File: src/design/aprepl_pkg.sv
// Package for the aging page replacement unit.
// Holds the table sizes, the outcome and register codes and the word types.
// No dependencies.
package aprepl_pkg;

    // Table geometry.
    localparam int FRAMES     = 16;
    localparam int PAGE_SHIFT = 12;
    localparam int PAGE_W     = 20;
    localparam int AGE_W      = 8;
    localparam int FIDX_W     = (FRAMES > 1) ? $clog2(FRAMES) : 1;
    localparam int FILL_W     = $clog2(FRAMES + 1);

    // Field widths of the word formats.
    localparam int ADDR_W    = 32;
    localparam int OUTCOME_W = 2;
    localparam int FRAME_W   = 4;

    // Configuration port.
    localparam int FIU_W      = 5;
    localparam int PERIOD_W   = 16;
    localparam int CFG_IDX_W  = 1;
    localparam int CFG_DATA_W = 16;

    localparam logic [CFG_IDX_W-1:0] CFG_FRAMES_IN_USE  = 1'b0;
    localparam logic [CFG_IDX_W-1:0] CFG_REFRESH_PERIOD = 1'b1;

    // Reset values of the configuration registers.
    localparam logic [FIU_W-1:0]    FIU_RESET    = 5'd16;
    localparam logic [PERIOD_W-1:0] PERIOD_RESET = 16'd8;

    // Top bit that a referenced frame shifts into its age.
    localparam logic [AGE_W-1:0] AGE_TOP = 8'h80;

    // Outcome codes.
    localparam logic [OUTCOME_W-1:0] OUT_HIT         = 2'd0;
    localparam logic [OUTCOME_W-1:0] OUT_FILL        = 2'd1;
    localparam logic [OUTCOME_W-1:0] OUT_EVICT_CLEAN = 2'd2;
    localparam logic [OUTCOME_W-1:0] OUT_EVICT_DIRTY = 2'd3;

    // Input word: one memory access.
    typedef struct packed {
        logic [ADDR_W-1:0] address;
        logic              is_write;
    } in_word_t;

    // Output word: what the access did to the frame table.
    typedef struct packed {
        logic [OUTCOME_W-1:0] outcome;
        logic [FRAME_W-1:0]   frame;
        logic [PAGE_W-1:0]    evicted_page;
    } out_word_t;

    // One step of the victim search, from the sequencer to the comparator.
    typedef struct packed {
        logic              en;
        logic              start;
        logic [FIDX_W-1:0] idx;
        logic [AGE_W-1:0]  age;
        logic              dirty;
    } victim_step_t;

endpackage

File: src/design/aprepl_victim.sv
// Victim tracker of the aging page replacement unit: the shared age comparator.
// Takes one candidate frame per step and keeps the best eviction choice so far.
// Depends on aprepl_pkg.
module aprepl_victim (
    input  logic                           clk,
    input  logic                           rst_n,
    input  aprepl_pkg::victim_step_t       step,
    output logic [aprepl_pkg::FIDX_W-1:0]  best_idx
);
    import aprepl_pkg::*;

    logic [FIDX_W-1:0] best_idx_reg;
    logic [AGE_W-1:0]  best_age_reg;
    logic              best_dirty_reg;
    logic              have_best_reg;
    logic              take;

    // A candidate wins with a smaller age, or with an equal age when it is clean.
    // The first step of a search always loads the candidate.
    always_comb
    begin
        take = step.start
            || (step.age < best_age_reg)
            || ((step.age == best_age_reg) && !step.dirty);
    end

    // Best choice so far.
    always_ff @(posedge clk)
    begin
        if (step.en && take)
        begin
            best_idx_reg   <= step.idx;
            best_age_reg   <= step.age;
            best_dirty_reg <= step.dirty;
        end
    end

    // Marks that a search has been started since reset.
    always_ff @(posedge clk or negedge rst_n)
    begin
        if (!rst_n)
        begin
            have_best_reg <= 1'b0;
        end
        else if (step.en && step.start)
        begin
            have_best_reg <= 1'b1;
        end
    end

    assign best_idx = best_idx_reg;

    // A search starts from its first candidate.
    a_start_loads: assert property (@(posedge clk) disable iff (!rst_n)
        step.en && step.start |=> best_idx_reg == $past(step.idx))
        else $error("victim search did not start from its first candidate");

    // The best age never grows during a search.
    a_age_monotone: assert property (@(posedge clk) disable iff (!rst_n)
        step.en && !step.start && have_best_reg |=> best_age_reg <= $past(best_age_reg))
        else $error("best age grew during a victim search");

    // A strictly younger frame always takes over.
    a_younger_wins: assert property (@(posedge clk) disable iff (!rst_n)
        step.en && !step.start && have_best_reg && (step.age < best_age_reg)
        |=> best_idx_reg == $past(step.idx))
        else $error("younger frame was not chosen as victim");

    // A clean frame of equal age always takes over.
    a_clean_tie_wins: assert property (@(posedge clk) disable iff (!rst_n)
        step.en && !step.start && have_best_reg && (step.age == best_age_reg) && !step.dirty
        |=> best_dirty_reg == 1'b0)
        else $error("clean frame of equal age was not chosen as victim");

endmodule

File: src/design/aging_page_replacement_unit.sv
// Top level of the aging page replacement unit: sequencer, frame table, config.
// Depends on aprepl_pkg and aprepl_victim.
//
// The unit takes one access word at a time and returns one result word per access.
// The frame table and its one age comparator are walked one frame per cycle. An
// accepted access first runs an aging pass over the filled frames when one is due,
// then a lookup that probes the filled frames until a hit. A miss with no free
// usable frame then runs a victim search over the usable frames and an eviction.
// The result word is then registered, and the next access word can be accepted in
// the cycle after that; a finished result first waits for the output register to
// empty. A new access is accepted while the previous result still waits in the
// output register. The user must write configuration only while idle; the block
// itself does not enforce it.
// No clearing pass runs after reset; the unit is ready at once.
module aging_page_replacement_unit (
    input  logic                              clk,
    input  logic                              rst_n,
    // Access words.
    input  logic                              in_valid,
    output logic                              in_ready,
    input  aprepl_pkg::in_word_t              in_data,
    // Result words.
    output logic                              out_valid,
    input  logic                              out_ready,
    output aprepl_pkg::out_word_t             out_data,
    // Configuration writes.
    input  logic                              cfg_we,
    input  logic [aprepl_pkg::CFG_IDX_W-1:0]  cfg_index,
    input  logic [aprepl_pkg::CFG_DATA_W-1:0] cfg_data
);
    import aprepl_pkg::*;

    typedef enum logic [5:0] {
        S_IDLE   = 6'b000001,
        S_AGE    = 6'b000010,
        S_LOOK   = 6'b000100,
        S_SEARCH = 6'b001000,
        S_EVICT  = 6'b010000,
        S_DONE   = 6'b100000
    } state_t;

    state_t                state_reg, state_next;
    logic [FIDX_W-1:0]     idx_reg, idx_next;
    logic [PAGE_W-1:0]     page_reg, page_next;
    logic                  wr_reg, wr_next;
    logic                  aging_reg, aging_next;
    logic [FILL_W-1:0]     filled_reg, filled_next;
    logic [PERIOD_W-1:0]   count_reg, count_next;
    logic [FIU_W-1:0]      fiu_reg, fiu_next;
    logic [PERIOD_W-1:0]   period_reg, period_next;
    logic [FRAMES-1:0]     ref_reg, ref_next;
    logic [FRAMES-1:0]     dirty_reg, dirty_next;
    logic                  out_valid_reg, out_valid_next;
    out_word_t             res_reg, res_next;
    out_word_t             out_data_reg;

    // Frame table storage; entries are read only once filled.
    logic [PAGE_W-1:0]     page_mem [FRAMES];
    logic [AGE_W-1:0]      age_mem  [FRAMES];

    logic                  in_fire;
    logic                  out_fire;
    logic                  out_load;
    logic [FILL_W-1:0]     idx_plus;
    logic [FILL_W-1:0]     lim;
    logic                  last_filled;
    logic                  last_lim;
    logic                  page_hit;
    logic [PERIOD_W:0]     count_plus;
    logic [PERIOD_W:0]     period_eff;
    logic [FIDX_W-1:0]     victim_idx;
    victim_step_t          vstep;

    // Table write controls.
    logic                  age_we;
    logic [AGE_W-1:0]      age_wdata;
    logic                  load_we;
    logic [FIDX_W-1:0]     load_idx;

    assign in_fire  = in_valid && in_ready;
    assign out_fire = out_valid_reg && out_ready;
    assign out_load = (state_reg == S_DONE) && (!out_valid_reg || out_ready);

    // Frame index helpers.
    assign idx_plus    = FILL_W'(idx_reg) + FILL_W'(1);
    assign last_filled = (idx_plus == filled_reg);
    assign last_lim    = (idx_plus == lim);
    assign page_hit    = (page_mem[idx_reg] == page_reg);

    // Usable frames: zero counts as one, anything above the table size as the size.
    always_comb
    begin
        if (fiu_reg == '0)
        begin
            lim = FILL_W'(1);
        end
        else if (int'(fiu_reg) > FRAMES)
        begin
            lim = FILL_W'(FRAMES);
        end
        else
        begin
            lim = FILL_W'(fiu_reg);
        end
    end

    // Refresh counter step; a zero period counts as one.
    assign count_plus = {1'b0, count_reg} + {{PERIOD_W{1'b0}}, 1'b1};
    assign period_eff = (period_reg == '0) ? {{PERIOD_W{1'b0}}, 1'b1} : {1'b0, period_reg};

    // Candidate handed to the age comparator while searching.
    always_comb
    begin
        vstep.en    = (state_reg == S_SEARCH);
        vstep.start = (idx_reg == '0);
        vstep.idx   = idx_reg;
        vstep.age   = age_mem[idx_reg];
        vstep.dirty = dirty_reg[idx_reg];
    end

    aprepl_victim u_victim (
        .clk      (clk),
        .rst_n    (rst_n),
        .step     (vstep),
        .best_idx (victim_idx)
    );

    // Sequencer.
    always_comb
    begin
        state_next  = state_reg;
        idx_next    = idx_reg;
        page_next   = page_reg;
        wr_next     = wr_reg;
        aging_next  = aging_reg;
        filled_next = filled_reg;
        count_next  = count_reg;
        ref_next    = ref_reg;
        dirty_next  = dirty_reg;
        res_next    = res_reg;
        age_we      = 1'b0;
        age_wdata   = (age_mem[idx_reg] >> 1) | (ref_reg[idx_reg] ? AGE_TOP : '0);
        load_we     = 1'b0;
        load_idx    = idx_reg;

        unique case (state_reg)
            S_IDLE:
            begin
                if (in_fire)
                begin
                    page_next  = PAGE_W'(in_data.address >> PAGE_SHIFT);
                    wr_next    = in_data.is_write;
                    aging_next = (count_reg == '0);
                    count_next = (count_plus >= period_eff) ? '0 : count_plus[PERIOD_W-1:0];
                    idx_next   = '0;
                    state_next = (count_reg == '0) ? S_AGE : S_LOOK;
                end
            end

            // Aging pass over the filled frames.
            S_AGE:
            begin
                if (filled_reg == '0)
                begin
                    state_next = S_LOOK;
                end
                else
                begin
                    age_we            = 1'b1;
                    ref_next[idx_reg] = 1'b0;
                    if (last_filled)
                    begin
                        idx_next   = '0;
                        state_next = S_LOOK;
                    end
                    else
                    begin
                        idx_next = idx_reg + FIDX_W'(1);
                    end
                end
            end

            // Lookup over the filled frames, then hit, fill or start a search.
            S_LOOK:
            begin
                if ((filled_reg != '0) && page_hit)
                begin
                    ref_next[idx_reg] = 1'b1;
                    if (wr_reg)
                    begin
                        dirty_next[idx_reg] = 1'b1;
                    end
                    res_next.outcome      = OUT_HIT;
                    res_next.frame        = FRAME_W'(idx_reg);
                    res_next.evicted_page = '0;
                    state_next            = S_DONE;
                end
                else if ((filled_reg == '0) || last_filled)
                begin
                    if (filled_reg < lim)
                    begin
                        load_we                         = 1'b1;
                        load_idx                        = FIDX_W'(filled_reg);
                        ref_next[FIDX_W'(filled_reg)]   = 1'b1;
                        dirty_next[FIDX_W'(filled_reg)] = wr_reg;
                        filled_next                     = filled_reg + FILL_W'(1);
                        res_next.outcome                = OUT_FILL;
                        res_next.frame                  = FRAME_W'(filled_reg);
                        res_next.evicted_page           = '0;
                        state_next                      = S_DONE;
                    end
                    else
                    begin
                        idx_next   = '0;
                        state_next = S_SEARCH;
                    end
                end
                else
                begin
                    idx_next = idx_reg + FIDX_W'(1);
                end
            end

            // Victim search over the usable frames.
            S_SEARCH:
            begin
                if (last_lim)
                begin
                    state_next = S_EVICT;
                end
                else
                begin
                    idx_next = idx_reg + FIDX_W'(1);
                end
            end

            // Replace the chosen frame.
            S_EVICT:
            begin
                res_next.outcome      = dirty_reg[victim_idx] ? OUT_EVICT_DIRTY
                                                              : OUT_EVICT_CLEAN;
                res_next.frame        = FRAME_W'(victim_idx);
                res_next.evicted_page = page_mem[victim_idx];
                load_we               = 1'b1;
                load_idx              = victim_idx;
                ref_next[victim_idx]   = 1'b1;
                dirty_next[victim_idx] = wr_reg;
                state_next            = S_DONE;
            end

            // Hand the result to the output register.
            S_DONE:
            begin
                if (out_load)
                begin
                    state_next = S_IDLE;
                end
            end

            default:
            begin
                state_next = S_IDLE;
            end
        endcase
    end

    // Output register.
    always_comb
    begin
        out_valid_next = out_valid_reg;
        if (out_fire)
        begin
            out_valid_next = 1'b0;
        end
        if (out_load)
        begin
            out_valid_next = 1'b1;
        end
    end

    // Configuration registers.
    always_comb
    begin
        fiu_next    = fiu_reg;
        period_next = period_reg;
        if (cfg_we)
        begin
            unique case (cfg_index)
                CFG_FRAMES_IN_USE:  fiu_next    = cfg_data[FIU_W-1:0];
                CFG_REFRESH_PERIOD: period_next = cfg_data[PERIOD_W-1:0];
                default:            fiu_next    = fiu_reg;
            endcase
        end
    end

    // Control state.
    always_ff @(posedge clk or negedge rst_n)
    begin
        if (!rst_n)
        begin
            state_reg     <= S_IDLE;
            idx_reg       <= '0;
            aging_reg     <= 1'b0;
            filled_reg    <= '0;
            count_reg     <= '0;
            fiu_reg       <= FIU_RESET;
            period_reg    <= PERIOD_RESET;
            ref_reg       <= '0;
            dirty_reg     <= '0;
            out_valid_reg <= 1'b0;
        end
        else
        begin
            state_reg     <= state_next;
            idx_reg       <= idx_next;
            aging_reg     <= aging_next;
            filled_reg    <= filled_next;
            count_reg     <= count_next;
            fiu_reg       <= fiu_next;
            period_reg    <= period_next;
            ref_reg       <= ref_next;
            dirty_reg     <= dirty_next;
            out_valid_reg <= out_valid_next;
        end
    end

    // Payload registers.
    always_ff @(posedge clk)
    begin
        page_reg <= page_next;
        wr_reg   <= wr_next;
        res_reg  <= res_next;
        if (out_load)
        begin
            out_data_reg <= res_reg;
        end
    end

    // Frame table writes.
    always_ff @(posedge clk)
    begin
        if (age_we)
        begin
            age_mem[idx_reg] <= age_wdata;
        end
        if (load_we)
        begin
            page_mem[load_idx] <= page_reg;
            age_mem[load_idx]  <= '0;
        end
    end

    assign in_ready  = (state_reg == S_IDLE);
    assign out_valid = out_valid_reg;
    assign out_data  = out_data_reg;

    // Aging passes only ever start on accesses that found the counter at zero.
    a_age_when_due: assert property (@(posedge clk) disable iff (!rst_n)
        (state_reg == S_AGE) |-> aging_reg)
        else $error("aging pass ran without being due");

    // The fill count never exceeds the table size.
    a_filled_bound: assert property (@(posedge clk) disable iff (!rst_n)
        filled_reg <= FILL_W'(FRAMES))
        else $error("fill count exceeds the frame table");

    // A hit or a fill reports no evicted page.
    a_no_evict_page: assert property (@(posedge clk) disable iff (!rst_n)
        out_valid_reg && ((out_data_reg.outcome == OUT_HIT) || (out_data_reg.outcome == OUT_FILL))
        |-> out_data_reg.evicted_page == '0)
        else $error("evicted page reported without an eviction");

    // A finished result waits while the output register is still full.
    a_done_holds: assert property (@(posedge clk) disable iff (!rst_n)
        (state_reg == S_DONE) && out_valid_reg && !out_ready |=> state_reg == S_DONE)
        else $error("result overwrote a word not yet taken");

endmodule
File: config.mk
export PLATFORM = sky130hd
export DESIGN_NAME = aging_page_replacement_unit
export DESIGN_NICKNAME = d
export VERILOG_FILES = /design/src/design/aprepl_pkg.sv /design/src/design/aprepl_victim.sv /design/src/design/aging_page_replacement_unit.sv
export SDC_FILE = /design/constraint.sdc
export NUM_CORES = 1
export LEC_CHECK = 0
export BUFFER_PORTS_ARGS = -buffer_cell sky130_fd_sc_hd__buf_2
export CAP_MARGIN = 10
export CORE_MARGIN = 10
export CORE_UTILIZATION = 57
export DETAILED_ROUTE_END_ITERATION = 12
export PLACE_DENSITY = 0.78
export REMOVE_ABC_BUFFERS = 1
export SYNTH_ARGS = -nofsm -noshare
export SYNTH_HDL_FRONTEND = slang
export SYNTH_SLANG_ARGS = --single-unit
File: constraint.sdc
create_clock -name clk -period 6.1 [get_ports clk]
set_clock_uncertainty 0.1 [all_clocks]
set_input_delay 0.305 -clock clk [delete_from_list [all_inputs] [get_ports clk]]
set_output_delay 0.305 -clock clk [all_outputs]
set_load 0.01 [all_outputs]
==> results of run 1 <==
[synth_stat cells (14+ instances only)]
library cell and count:
nor3_1 27, and3_1 24, xnor2_1 26, o211ai_1 25, nor2_1 60, buf_1 22, nand2_1 96, nand4_1 14
a22o_1 16, mux2i_1 90, and2_1 23, o21ai_0 54, mux4_2 206, inv_1 49, nor4_1 24, a21oi_1 43
ha_1 38, o22ai_1 19, dfrtp_1 82, clkbuf_1 58, a31oi_1 25, nand3_1 52, mux2_2 54, edfxtp_1 533
buf_2 22
[worst max-delay path: stages (launching register included)]
cell and delay (ps):
dfrtp_4 790, buf_4 290, mux2i_1 200, a22o_1 190, nor3_1 80, a2111oi_1 740
a2bb2oi_1 230, nor4_4 510, nand3_2 150, buf_4 410, o221ai_1 420, nand2_1 240
nor3_2 170, buf_4 460
[layout make-up]
cell class                 instances  area share
multi-input combinational       1096       0.327
inverter                          54     0.00599
clock buffer                      69      0.0469
timing repair buffer             179      0.0405
tap                              680      0.0251
clock inverter                    45      0.0155
sequential                       622       0.539
[repair_timing]
action / in CTS / in global routing
endpoints found under the hold margin: 64 / 0
hold buffers: 44 / 0
setup buffers: 0 / 0
[per-stage QoR]
| stage | worst slack, ps | std cells | instance area (um^2) | util | TNS (ps) |
|---|---|---|---|---|---|
| 2_1_floorplan | -4430 | 1772 | 29400 | - | -2294780 |
| 6_report | 667 | 2745 | 33800 | 0.654 | 0 |
| 3_5_place_dp | 875 | 2587 | 31300 | 0.605 | 0 |
| 5_1_grt | 406 | 2745 | 33800 | 0.654 | 0 |
| 4_1_cts | 820 | 2745 | 33800 | 0.654 | 0 |
| 3_3_place_gp | 1020 | 2587 | 31300 | 0.605 | 0 |
[cells by family (layout without fill, tap and decap cells)]
family | Yosys count | after routing | share of synthesized area
flip-flops | 622 | 622 | 0.608
AND/OR/NAND/NOR | 377 | 377 | 0.0647
multiplexers | 358 | 358 | 0.208
AO/OA/AOI/OAI | 283 | 283 | 0.0646
buffers and inverters | 174 | 347 | 0.0265
XOR/XNOR | 40 | 40 | 0.0119
adder cells (fa/ha/maj) | 38 | 38 | 0.0159
[report_power, final]
group          leakage [uW]  internal (uW)  switching (uW)
Combinational       0.00486           1080            1560
Clock               0.00104           2340            1640
Sequential          0.00594           5170             355
[worst paths after layout]
path | end | cells past startpoint | from | slack (ps)
worst min-delay path | fiu_reg[0] | 3 | cfg_index | 50
max in group asynchronous | dirty_reg[0] | 4 | rst_n | 4250
min in group asynchronous | filled_reg[2] | 3 | rst_n | 520
worst min register to register | out_data[0] | 0 | res_reg[0] | 320
worst max register to register | page_mem[11][7] | 13 | idx_reg[0] | 670
worst max-delay path | page_mem[11][7] | 13 | idx_reg[0] | 670
[routing by layer]
layer	global-route usage	share of wire
met4	0.102	0.040
met1	0.312	0.38
met2	0.389	0.49
met3	0.0488	0.095
met5	0	0
==> reports/results.tsv, run 1 <==
metric	value	unit
maxCapViolCount	0	
power.total	12100	uW
vias	18755	
drt_iter0_markers	2437	
critPathLaunchType	flop	
finalWirelength	76100	um
cts_tree	yes	
root_buffer	clkbuf_16	
ys_warn_count	0	
grt_usage	0.240	
multi_input_area	11100	um^2
drtAntennaViolNets	0	
finalHoldViolCount	0	
core	51700	um^2
fin_crit_sh	0.891	
required	6270	ps
ir_worst_vdd	293	uV
setup_viol	0	
synth_top_cell_area_share	0.534	
num_antenna_cells	0	
drc	0	
port_buffers	70	
final_common_cell	edfxtp_1	
hold_class	in -> reg	
hpwl	45200	um
synth-edff-count	533	
largest_reg_flops	320	
dieHeight	249	um
place.gp.congestion	0.921	
fin_hold_ws	48.0	ps
leakage	0.0118	uW
critPathKind	reg -> reg	
slew-limit-headroom	0.243	
cts_buffers	61	
grt_start_max_net_pins	76	
avgViaCountPerCell	6.83	
fin_nets	2107	
power_density	359	nW/um^2
dieArea	62100	um^2
nFillCells	3506	
largest_register	page_mem	
crit_path_end_kind	flop	
crit_fanout	64	
tightest_slew	1110	ps
antenna_found_initial	0	
synth-seq-cells	622	
insertion_delay	650	ps
max_freq	0.184	GHz
yosysSeqAreaShare	0.608	
ff_latch_area	18200	um^2
grt_pass1_wl	116000	um
ys_async_sr_fraction	0.137	
htree_num_levels	2	
clk_path_buf_depth	3	
synth_top_flop_cell	edfxtp_1	
synthesis.area	30000	um^2
drive_gt1_frac	0.263	
first_pass_iters	8	
fin_crit	5430	ps
syn2layout_area_growth	12.9	%
rsz0062_at_grt	no	
mostFrequentLayoutCells	533 x edfxtp_1, 206 x mux4_2, 96 x nand2_1, 90 x mux2i_1, 78 x dfrtp_1	
row_count	83	
cp_data_arrival_time	5600	ps
boundaryPins	83	
maxSlewViolCount	0	
synth.area.top_cells	edfxtp_1 53%, mux4_2 15%, dfrtp_1 6.8%	
overflow	0	
grt_pass1_vias	19040	
wl_per_cell	27.7	um
syn_inst	1892	
die-width	249	um
initial_utilization	0.579	
syn_area_per_cell	15.8	um^2
status	finished, final reports clean	
reg_top3	page_mem (320), age_mem (128)	
synth_cell_types	85	
yosys.area.top_type	edfxtp_1	
clk_pin_slew	60	ps
cts_sinks	622	
post_cts_resized	0	
Note: power is estimated with default switching activity, not from simulation.
==> run 2, diff against run 1 <==
--- a/config.mk
+++ b/config.mk
@@ -7,7 +7,6 @@
 export LEC_CHECK = 0
 export BUFFER_PORTS_ARGS = -buffer_cell sky130_fd_sc_hd__buf_2
 export CAP_MARGIN = 10
-export CORE_MARGIN = 10
 export CORE_UTILIZATION = 57
 export DETAILED_ROUTE_END_ITERATION = 12
 export PLACE_DENSITY = 0.78
==> run 2 against run 1 <==
Compared with the run above: sequential cell count did not move; sequential share of layout area up 0.41 points; utilization shrank 0.35 points; count of clock-buffer cells in the layout increased by 7; via count fell by 0.27%; register-to-register slack worse by 80 ps; global-route usage rose by 4.5 points; maximum frequency shrank 1.5%; largest cell class unchanged; cell count hardly changed; hold slack worse by 12 ps; worst setup slack got worse by 84 ps; largest power group unchanged; power shrank 2.7%.
==> reports/results.tsv, run 2 (synthesis gave the netlist of run 1 again) <==
metric	value	unit	change
finalHoldViolCount	0		unchanged
hold_class	in -> reg		
antenna_found_initial	2		+2
syn2layout_area_growth	12.1	%	
clk_pin_slew	60	ps	about the same
slew-limit-headroom	0.225		-0.0187
reg_top3	page_mem (320), age_mem (128)		
boundaryPins	83		unchanged
drtAntennaViolNets	0		unchanged
final_common_cell	edfxtp_1		
grt_pass1_wl	114000	um	-2.2%
clk_path_buf_depth	3		unchanged
wl_per_cell	27.4	um	-1.1%
row_count	83		unchanged
largest_register	page_mem		
grtUsageMet3	0.0491		+0.000253
drc	0		unchanged
drive_gt1_frac	0.259		-0.00411
core	51600	um^2	-0.20%
finalWirelength	75200	um	-1.2%
required	6270	ps	about the same
insertion_delay	640	ps	about the same
cts_tree	yes		
grt_usage	0.285		+0.0447
status	finished, final reports clean		
maxCapViolCount	0		unchanged
drt_iter0_markers	2036		-16%
cts_sinks	622		unchanged
avgViaCountPerCell	6.82		-0.20%
die-width	231	um	-7.2%
grt_start_max_net_pins	85		+12%
dieHeight	231	um	-7.2%
dieArea	53500	um^2	-14%
fin_crit_sh	0.904		+0.0138
maxSlewViolCount	0		unchanged
leakage	0.0117	uW	-1.1%
top_usage_layer	met2		
fin_hold_ws	35.5	ps	-12.5 ps
critPathLaunchType	flop		
power_density	351	nW/um^2	-2.0%
grt_pass1_vias	18962		-0.41%
setup_viol	0		unchanged
post_cts_buffers	0		unchanged
tightest_slew	1160	ps	+52.3 ps
root_buffer	clkbuf_16		
crit_fanout	45		-30%
fin_nets	2110		+0.14%
gr-usage-met2	0.455		+0.0651
place.gp.congestion	0.936		+1.6%
critPathKind	reg -> reg		
htree_num_levels	2		unchanged
first_pass_iters	6		-2
cts_buffers	61		unchanged
grtUsageMet1	0.388		+0.0762
mostFrequentLayoutCells	533 x edfxtp_1, 206 x mux4_2, 96 x nand2_1, 90 x mux2i_1, 78 x dfrtp_1		
overflow	0		unchanged
max_freq	0.181	GHz	-1.5%
cp_data_arrival_time	5680	ps	+80 ps
final_cells	2743		-0.073%
initial_utilization	0.580		+0.00117
ir_worst_vdd	256	uV	-13%
crit_path_end_kind	flop		
port_buffers	70		unchanged
rsz0062_at_grt	no		
fin_crit	5520	ps	+84.0 ps
largest_reg_flops	320		unchanged
num_antenna_cells	0		unchanged
place_inst	2589		+0.077%
hpwl	45000	um	-0.29%
vias	18704		-0.27%
## run 2: changes by cell type in the layout (fill, tap and decap cells not counted), moves of 2 or more
cell and change:
buf_4 +7, clkinv_2 -8, buf_12 -5, bufinv_16 -6, clkinv_1 -2, clkbuf_1 +9, clkinvlp_4 +3
## run 2: where the power goes
group          switching (uW)  internal (uW)  total, uW
clock                    1590           2050       3640
combinational            1560           1080       2640
sequential                347           5170       5520
total                    3500           8300      11800
## run 2: layout make-up
| cell class | instances | area [um^2] |
|---|---|---|
| inverters | 54 | 203 |
| fillers | 3476 | 18000 |
| clock buffers | 76 | 1580 |
| repair buffers | 182 | 1330 |
| multi-input cells | 1096 | 11100 |
| well taps | 680 | 851 |
| flip-flops and latches | 622 | 18200 |
| clock inverters | 33 | 325 |
## run 2: worst paths after layout
check / to / cells after the start / from / slack (ps)
max: page_mem[8][8] / 12 / idx_reg[0] / 580
min: fiu_reg[3] / 3 / cfg_index / 40
max reg2reg: page_mem[8][8] / 12 / idx_reg[0] / 580
min reg2reg: out_data[3] / 0 / res_reg[3] / 320
max in group asynchronous: dirty_reg[9] / 4 / rst_n / 4200
min in group asynchronous: filled_reg[0] / 3 / rst_n / 500
## run 2: per-layer routing
layer | routed length (um) | up-vias | share of wire
met3 | 7260 | 218 | 0.097
li1 | - | 7896 | -
met1 | 28700 | 9429 | 0.38
met4 | 2960 | 2 | 0.039
met5 | 13 | - | 0.00017
met2 | 36300 | 1159 | 0.48
## run 2: timing repair
item                                   CTS  global route
endpoints found under the hold margin   62             0
hold buffers                            44             0
resized for setup                        0             0
## run 2: critical path: stages (launching register included)
cell       delay [ps]
dfrtp_4           700
buf_12            380
nor2b_1           610
a22oi_1           180
nand2_1           130
nor3_1             50
a2111oi_0         730
o2111a_1          450
a31o_2            440
o221ai_1          220
or3_1             480
nor3_2            160
buf_4             440
## run 2: per-stage QoR
step,cell area [um^2],worst slack [ps],util,total power [uW],TNS (ps)
2_1_floorplan,29400,-4430,-,7400,-2294780
4_1_cts,33600,751,0.651,11800,0
3_3_place_gp,31200,915,0.605,8050,0
6_report,33600,583,0.651,11800,0
3_5_place_dp,31200,777,0.605,8170,0
5_1_grt,33600,460,0.651,12200,0
